File: src/design/crrm_pkg.sv
`timescale 1ns / 1ps
`default_nettype none

package crrm_pkg;

  // Fixed field widths.
  localparam int VAL_W = 32;
  localparam int ENT_W = 3 * VAL_W;
  localparam int CFG_W = 4;
  localparam int CMD_W = 2;
  localparam int STAGE_IDX_W = 3;
  localparam int SLOT_IDX_W = 6;

  // Default sizing of the remap table.
  localparam int MAX_STAGES_DEF = 8;
  localparam int SLOTS_PER_STAGE_DEF = 64;

  localparam logic [CFG_W-1:0] STAGE_COUNT_RST = CFG_W'(7);

  // Command codes; code 3 is unused and does nothing.
  localparam logic [CMD_W-1:0] CMD_WRITE   = 2'd0;
  localparam logic [CMD_W-1:0] CMD_XLATE   = 2'd1;
  localparam logic [CMD_W-1:0] CMD_MIN_RST = 2'd2;

  typedef enum logic [1:0] {
    ST_CLEAR,
    ST_IDLE,
    ST_SCAN
  } ctl_state_t;

  typedef struct packed {
    logic clear_en;
    logic wr_entry;
    logic min_rst;
    logic load;
    logic scan_en;
    logic emit;
  } ctl_cmd_t;

  typedef struct packed {
    logic clear_done;
    logic scan_done;
  } dp_status_t;

endpackage

`default_nettype wire

File: src/design/crrm_ctrl.sv
`timescale 1ns / 1ps
`default_nettype none

module crrm_ctrl (
  input  wire                          clk,
  input  wire                          rst_n,
  input  wire                          start,
  input  wire  [crrm_pkg::CMD_W-1:0]   in_cmd,
  input  crrm_pkg::dp_status_t         status,
  output crrm_pkg::ctl_cmd_t           cmd,
  output logic                         busy
);
  import crrm_pkg::*;

  ctl_state_t state_r;
  ctl_state_t state_nxt;

  always_ff @(posedge clk) begin
    if (!rst_n) begin
      state_r <= ST_CLEAR;
    end else begin
      state_r <= state_nxt;
    end
  end

  always_comb begin
    state_nxt = state_r;
    cmd       = '0;
    busy      = 1'b1;
    case (state_r)
      ST_CLEAR: begin
        cmd.clear_en = 1'b1;
        if (status.clear_done) begin
          state_nxt = ST_IDLE;
        end
      end
      ST_IDLE: begin
        busy = 1'b0;
        if (start) begin
          case (in_cmd)
            CMD_WRITE:   cmd.wr_entry = 1'b1;
            CMD_XLATE: begin
              cmd.load  = 1'b1;
              state_nxt = ST_SCAN;
            end
            CMD_MIN_RST: cmd.min_rst = 1'b1;
            default:     ;
          endcase
        end
      end
      ST_SCAN: begin
        cmd.scan_en = 1'b1;
        if (status.scan_done) begin
          cmd.emit  = 1'b1;
          state_nxt = ST_IDLE;
        end
      end
      default: begin
        state_nxt = ST_CLEAR;
      end
    endcase
  end

endmodule

`default_nettype wire

File: config.mk
export PLATFORM = sky130hd
export DESIGN_NAME = crrm_ctrl
export DESIGN_NICKNAME = d
export VERILOG_FILES = /design/src/design/crrm_pkg.sv /design/src/design/crrm_ctrl.sv
export SDC_FILE = /design/constraint.sdc
export NUM_CORES = 1
export LEC_CHECK = 0
export BUFFER_PORTS_ARGS = -buffer_cell sky130_fd_sc_hd__buf_2
export CELL_PAD_IN_SITES_DETAIL_PLACEMENT = 0
export CELL_PAD_IN_SITES_GLOBAL_PLACEMENT = 1
export CORE_AREA = 2 2 39 41
export CTS_BUF_LIST = sky130_fd_sc_hd__clkbuf_4 sky130_fd_sc_hd__clkbuf_8 sky130_fd_sc_hd__clkbuf_16
export CTS_CLUSTER_SIZE = 8
export DETAILED_ROUTE_END_ITERATION = 8
export DIE_AREA = 0 0 41 43
export PLACE_DENSITY = 0.42
export SLEW_MARGIN = 20
export SYNTH_ARGS = -nofsm -noshare
export SYNTH_HDL_FRONTEND = slang
export SYNTH_SLANG_ARGS = --single-unit
File: constraint.sdc
create_clock -name clk -period 1.2 [get_ports clk]
set_input_delay 0.06 -clock clk [delete_from_list [all_inputs] [get_ports clk]]
set_output_delay 0.06 -clock clk [all_outputs]
set_load 0.01 [all_outputs]
==> flow_metrics.tcl, run 1 <==
set metrics [dict create \
    syn-num-nets 24 \
    fin_ws_ns 0.0314 \
    cts_sinks 2 \
    fmax_mhz 856 \
    viasPerCell 3.90 \
    die-area_mm2 0.00176 \
    max_stage_delay_ns 0.33 \
    post-route-util 0.211 \
    ir_drop_uv 232 \
    drive_gt1_frac 0.686 \
    rows 14 \
    p_comb_frac 0.223 \
    ys_types 13 \
    ios 14 \
    cp_slowest_cell "dfxtp_4" \
    yosys_warnings 0 \
    reg_top3 "state_r: 2 flops" \
    die_x_um 41 \
    path_class "flop to output port" \
    clkPwrFrac 0.521 \
    grt_max_degree 7 \
    cts.htree.levels 1 \
    dpl.hpwl_um 413 \
    power.share.sequential 0.256 \
    cts.reportedPaths.clkPinSlew_ns 0.03 \
    grt-ovfl-total 0 \
    largest_reg_flops 2 \
    start_util 0.118 \
    ant_nets 0 \
    synth_seq_area_share 0.244 \
    port_buffers 13 \
    p_sw_uw 70.1 \
    ys_top_cells_by_area "dfxtp_1, a32o_1, nor4b_2, nor2b_4, nor2b_1" \
    post_synth_instance_area_um2 164 \
    end_kind "output port" \
    yosys.area.top_type_share 0.244 \
    stdcell_count 51 \
    p_int_uw 217 \
    sw_frac_of_total 0.245 \
    postSynthCellCount 17 \
    grt_first_pass_wirelength_um 786 \
    remaining_drc_errors 0 \
    p_leak_uw 0.000155 \
    cp.required_ns 1.14 \
    drt-initial-drc-count 4 \
    grt_pass1_vias 199 \
    cts_root_buffer "clkbuf_4" \
    max_slew.worst_pin.slew_ns 0.176 \
    yosysTopAreaCell "dfxtp_1" \
    wire_per_inst_um 10.2 \
    period_share 0.974 \
    antenna_found_initial 0 \
    largest_register "state_r" \
    cts_hold_buf 0 \
    hold_viol 0 \
    synth_seq_cells 2 \
    status "completed" \
    clk_path_buf_depth 2 \
    grt_usage 0.0701 \
    wl_um 518 \
    finalClockSkew_ns 0.00426 \
    n_antenna_cell 0 \
    p_per_area_mw_per_mm2 984 \
    crit_family "simple AND/OR/NAND/NOR gates" \
    die_h_um 43 \
    hold_class "primary input to flop" \
    clk_latency_ns 0.22 \
    post-place-ws_ns 0.142 \
    whs_path_depth 2 \
    crit_fanout 3 \
    max_cap_violations 0 \
    syn-mean-instance-area_um2 9.64 \
    nets 44 \
    path_cells "nor2b_4 -> inv_2 -> nor4b_2 -> buf_2" \
    fin_crit_ns 1.17 \
    first_pass_iters 2 \
    core_area_mm2 0.00138 \
    area.growth.synth_to_final_pct 77.9 \
    cts_tree "built" \
    slew_violations 0 \
    numCtsBuffers 3 \
    slew_headroom 0.883 \
    arrival_ns 1.11 \
    rr_worst_depth 3 \
    rsz0062_at_grt "true" \
    setup_viol 0 \
    gp_congestion 0.620 \
    crit_buf_inv 2 \
    cp-start-kind "flop" \
    crit_cells 4 \
    finalSetupTns_ns 0 \
    vias 199 \
    dp_cells 46 \
    num-fill-cells 163 \
]
-- stage by stage --
| stage | instance area (µm²) | total power [µW] | hold slack [ns] |
|---|---|---|---|
| floorplan | 164 | 104 | 0.154 |
| global placement | 249 | 129 | 0.319 |
| detailed placement | 249 | 131 | 0.334 |
| CTS | 292 | 298 | 0.0954 |
| global route | 292 | 310 | 0.109 |
| finish | 292 | 287 | 0.101 |
-- cell usage after synthesis, drive strengths merged --
cell type  count
nand4b         1
a32o           2
nor4b          1
and4b          1
nor2b          3
nor2           2
inv            1
dfxtp          2
and2b          1
or2            1
and3b          2
-- layout make-up --
cell class	instances	area (µm²)	area share
clock buffers	3	22.5	0.0773
inverters	1	3.75	0.0129
multi-input cells	14	120	0.412
flip-flops and latches	2	45.0	0.155
well taps	16	20.0	0.0687
repair buffers	15	80.1	0.275
-- per-layer routing --
| metal | vias to the layer above | share of wire | global-route usage | routed length [µm] |
|---|---|---|---|---|
| li1 | 101 | - | - | - |
| met1 | 82 | 0.52 | 0.0924 | 271 |
| met2 | 14 | 0.34 | 0.0813 | 178 |
| met3 | 2 | 0.12 | 0.0157 | 60 |
| met4 | 0 | 0.015 | 0.0800 | 8 |
| met5 | - | 0 | 0 | 0 |
-- power by group through the flow --
stage	logic, µW	clock network, µW	registers (µW)
global placement	52.8	0	76.3
global route	70.3	166	73.8
floorplan	28.7	0	74.9
detailed placement	53.9	0	76.9
CTS	64.5	160	73.5
finish	63.9	150	73.3
-- cell usage in the layout, fill, tap and decap left out, drive strengths merged --
master  count
or2         1
clkbuf      3
and2b       1
inv         1
dfxtp       2
nor2        2
buf        15
nand4b      1
nor4b       1
and4b       1
a32o        2
nor2b       3
and3b       2
-- worst paths after layout --
check	from	end	slack, ns
max reg2reg	state_r[0]	state_r[0]	0.16
min reg2reg	state_r[1]	state_r[0]	0.66
max	state_r[0]	cmd[4]	0.03
min	rst_n	state_r[0]	0.10
-- repair_timing --
item | CTS | global route
resized for setup | 3 | 0
endpoints found under the setup margin | 2 | 1
setup buffers | 2 | 0
-- logic make-up (layout without fill, tap and decap cells) --
group	after synthesis	count (layout)	synth area share
flip-flops	2	2	0.244
buffers and inverters	1	19	0.0229
AND/OR/NAND/NOR	12	12	0.611
AO/OA/AOI/OAI	2	2	0.122
Power figures use the tool's default switching activity.
==> inputs of run 2 (changes only) <==
--- a/config.mk
+++ b/config.mk
@@ -5,6 +5,7 @@
 export SDC_FILE = /design/constraint.sdc
 export NUM_CORES = 1
 export LEC_CHECK = 0
+export ABC_AREA = 1
 export BUFFER_PORTS_ARGS = -buffer_cell sky130_fd_sc_hd__buf_2
 export CELL_PAD_IN_SITES_DETAIL_PLACEMENT = 0
 export CELL_PAD_IN_SITES_GLOBAL_PLACEMENT = 1
@@ -13,7 +14,7 @@
 export CTS_CLUSTER_SIZE = 8
 export DETAILED_ROUTE_END_ITERATION = 8
 export DIE_AREA = 0 0 41 43
-export PLACE_DENSITY = 0.42
+export PLACE_DENSITY = 0.47
 export SLEW_MARGIN = 20
 export SYNTH_ARGS = -nofsm -noshare
 export SYNTH_HDL_FRONTEND = slang
==> constraint.sdc (replaced) <==
create_clock -name clk -period 1 [get_ports clk]
set_input_delay 0.05 -clock clk [delete_from_list [all_inputs] [get_ports clk]]
set_output_delay 0.05 -clock clk [all_outputs]
set_load 0.01 [all_outputs]
==> run 2 against run 1 <==
  * The run now ends with setup timing left
  * Area after synthesis rose by 1.5%
  * Critical path depth increased by 2
  * Combinational power grew 9.9%
  * Register-to-register slack worse by 0.06 ns
  * Largest cell class unchanged
  * Critical path type unchanged
  * Sequential share of layout area fell by 0.82 points
  * Routed wire length fell by 7.5%
  * Final area grew 5.6%
  * Setup slack got worse by 0.10 ns
  * Clock skew down 0.0019 ns
==> flow_metrics.tcl, run 2 <==
set metrics [dict create \
    status "finished with violations" \
    failed_checks "setup timing" \
    max_slew.worst_pin.slew_ns 0.191 \
    numCtsBuffers 3 \
    cts.reportedPaths.clkPinSlew_ns 0.03 \
    nets 55 \
    rows 14 \
    ys_async_sr_fraction 0 \
    rr_endpoint "state_r[0]" \
    wl_um 479 \
    cts_tree "built" \
    cp_slowest_cell "dfxtp_2" \
    post-route-util 0.222 \
    min_to "state_r[1]" \
    cts.htree.levels 1 \
    fmax_mhz 933 \
    r2r_setup_slack_ns 0.10 \
    final_common_cell "buf_2" \
    final_cell_mix "buf_2, inv_1, nor2_1" \
    whs_path_depth 2 \
    hp-start "rst_n" \
    clk_path_buf_depth 2 \
    whs_ns 0.0678 \
    syn-num-nets 34 \
    path_common_cell "inv_2" \
    reg_top3 "state_r: 2 flops" \
    core_area_mm2 0.00138 \
    fin_crit_ns 1.07 \
    hold_viol 0 \
    wire_per_inst_um 7.73 \
    ys_top_cells_by_area "dfxtp_1, inv_1, nor2_1, nand2_2, a21boi_2" \
    synth_common_cells "inv_1, nor2_1, nand2_1" \
    largest_reg_flops 2 \
    start_util 0.120 \
    p_per_area_mw_per_mm2 1110 \
    post-synth-top-count-cell "inv_1" \
    ir_drop_uv 445 \
    yosys_most_used_dff "dfxtp_1" \
    yosys_warnings 0 \
    synth_edf_count 0 \
    arrival_ns 1.02 \
    post_synth_instance_area_um2 166 \
    dpl.hpwl_um 370 \
    max_cap_violations 0 \
    grt_usage 0.0661 \
    viasPerCell 3.69 \
    slew_violations 0 \
    remaining_drc_errors 0 \
    grt-ovfl-total 0 \
    ant_nets 0 \
    first_pass_iters 1 \
    p_leak_uw 0.000172 \
    antenna_found_initial 0 \
    setup_viol 3 \
    cts_sinks 2 \
    yosysTopAreaCell "dfxtp_1" \
    ios 14 \
    slew_headroom 0.871 \
    die-area_mm2 0.00176 \
    rsz0062_at_grt "true" \
    die_x_um 41 \
    synth_seq_cells 2 \
    post-place-ws_ns 0.114 \
    drt-initial-drc-count 0 \
    vias 229 \
    synth_seq_area_share 0.241 \
    r2r-start "state_r[1]" \
    port_buffers 13 \
    yosys.area.top_type_share 0.241 \
    gp_congestion 0.629 \
    max_stage_delay_ns 0.32 \
    grt_first_pass_wirelength_um 696 \
    fin_ws_ns -0.0720 \
    cts_root_buffer "clkbuf_4" \
    drive_gt1_frac 0.630 \
    cts_hold_buf 0 \
    largest_register "state_r" \
    hold_class "primary input to flop" \
    grt_pass1_vias 182 \
    crit_fanout 3 \
    area.growth.synth_to_final_pct 85.0 \
    ys_types 13 \
    postSynthCellCount 27 \
    die_h_um 43 \
    cp-start-kind "flop" \
    grt_max_degree 6 \
    end_kind "output port" \
    n_antenna_cell 0 \
    path_cells "inv_2 -> nand2_2 -> inv_2 -> nand2_1 -> nor3_2 -> buf_2" \
    finalClockSkew_ns 0.00233 \
    path_class "flop to output port" \
    cp.required_ns 0.95 \
    syn-mean-instance-area_um2 6.16 \
    period_share 1.07 \
    rr_worst_depth 5 \
    clk_latency_ns 0.23 \
]
## run 2: changes by cell type after synthesis, sizes merged, moves of 2 or more
cell	change
nand2	+5
nor2	+2
inv	+7
a32o	-2
nor3	+2
nor2b	-3
nand3	+3
and3b	-2
## run 2: through the flow
stage                     instances  power (µW)  TNS, ns  area (µm²)
after floorplan                  27         126        0         166
after global placement           56         158        0         251
after detailed placement         56         157        0         251
after CTS                        62         356   -0.186         299
after global routing             62         380   -0.574         308
final                            62         343   -0.135         308
## run 2: layer usage
metal  wire length, µm  track usage
met5                 0            0
met4                11       0.0400
met3                46       0.0628
met2               243       0.0844
met1               178       0.0669
## run 2: worst max-delay path: cells and delay by family (launching register included)
kind / cells / cell delay (ns)
buffers and inverters: 3 / 0.26
DFF: 1 / 0.32
and+or+nand+nor: 3 / 0.20
## run 2: report_power, final
part | internal, µW | switching (µW)
logic | 31.5 | 38.7
registers | 84.7 | 5.26
clock network | 133 | 50.4
## run 2: repair_timing
item	4_1_cts	5_1_grt
pin swaps	0	0
endpoints found under the setup margin	4	7
gates resized for setup	2	3
setup buffers	3	0
## run 2: kinds of logic (layout without fill, tap and decap cells)
family | after synthesis | in the layout | share of synthesized area
AND/OR/NAND/NOR | 15 | 15 | 0.481
buffers and inverters | 8 | 27 | 0.180
AO/OA/AOI/OAI | 2 | 2 | 0.0977
flip-flops | 2 | 2 | 0.241
## run 2: worst max path at each step
stage                          start     end  slack (ns)  depth (start not counted)
after global placement    state_r[1]  cmd[4]        0.11                          4
after global routing      state_r[1]  cmd[3]       -0.15                          6
after floorplan           state_r[0]  cmd[4]        0.11                          2
after CTS                 state_r[1]  cmd[3]       -0.09                          6
after detailed placement  state_r[1]  cmd[3]        0.11                          6
final                     state_r[1]  cmd[3]       -0.07                          6
## run 2: layout make-up
cell class | instances | area [µm²]
flip-flops and latches | 2 | 45.0
well taps | 16 | 20.0
fillers | 158 | 1080
multi-input cells | 17 | 96.3
inverters | 8 | 30.0
clock buffers | 3 | 22.5
repair buffers | 16 | 93.8
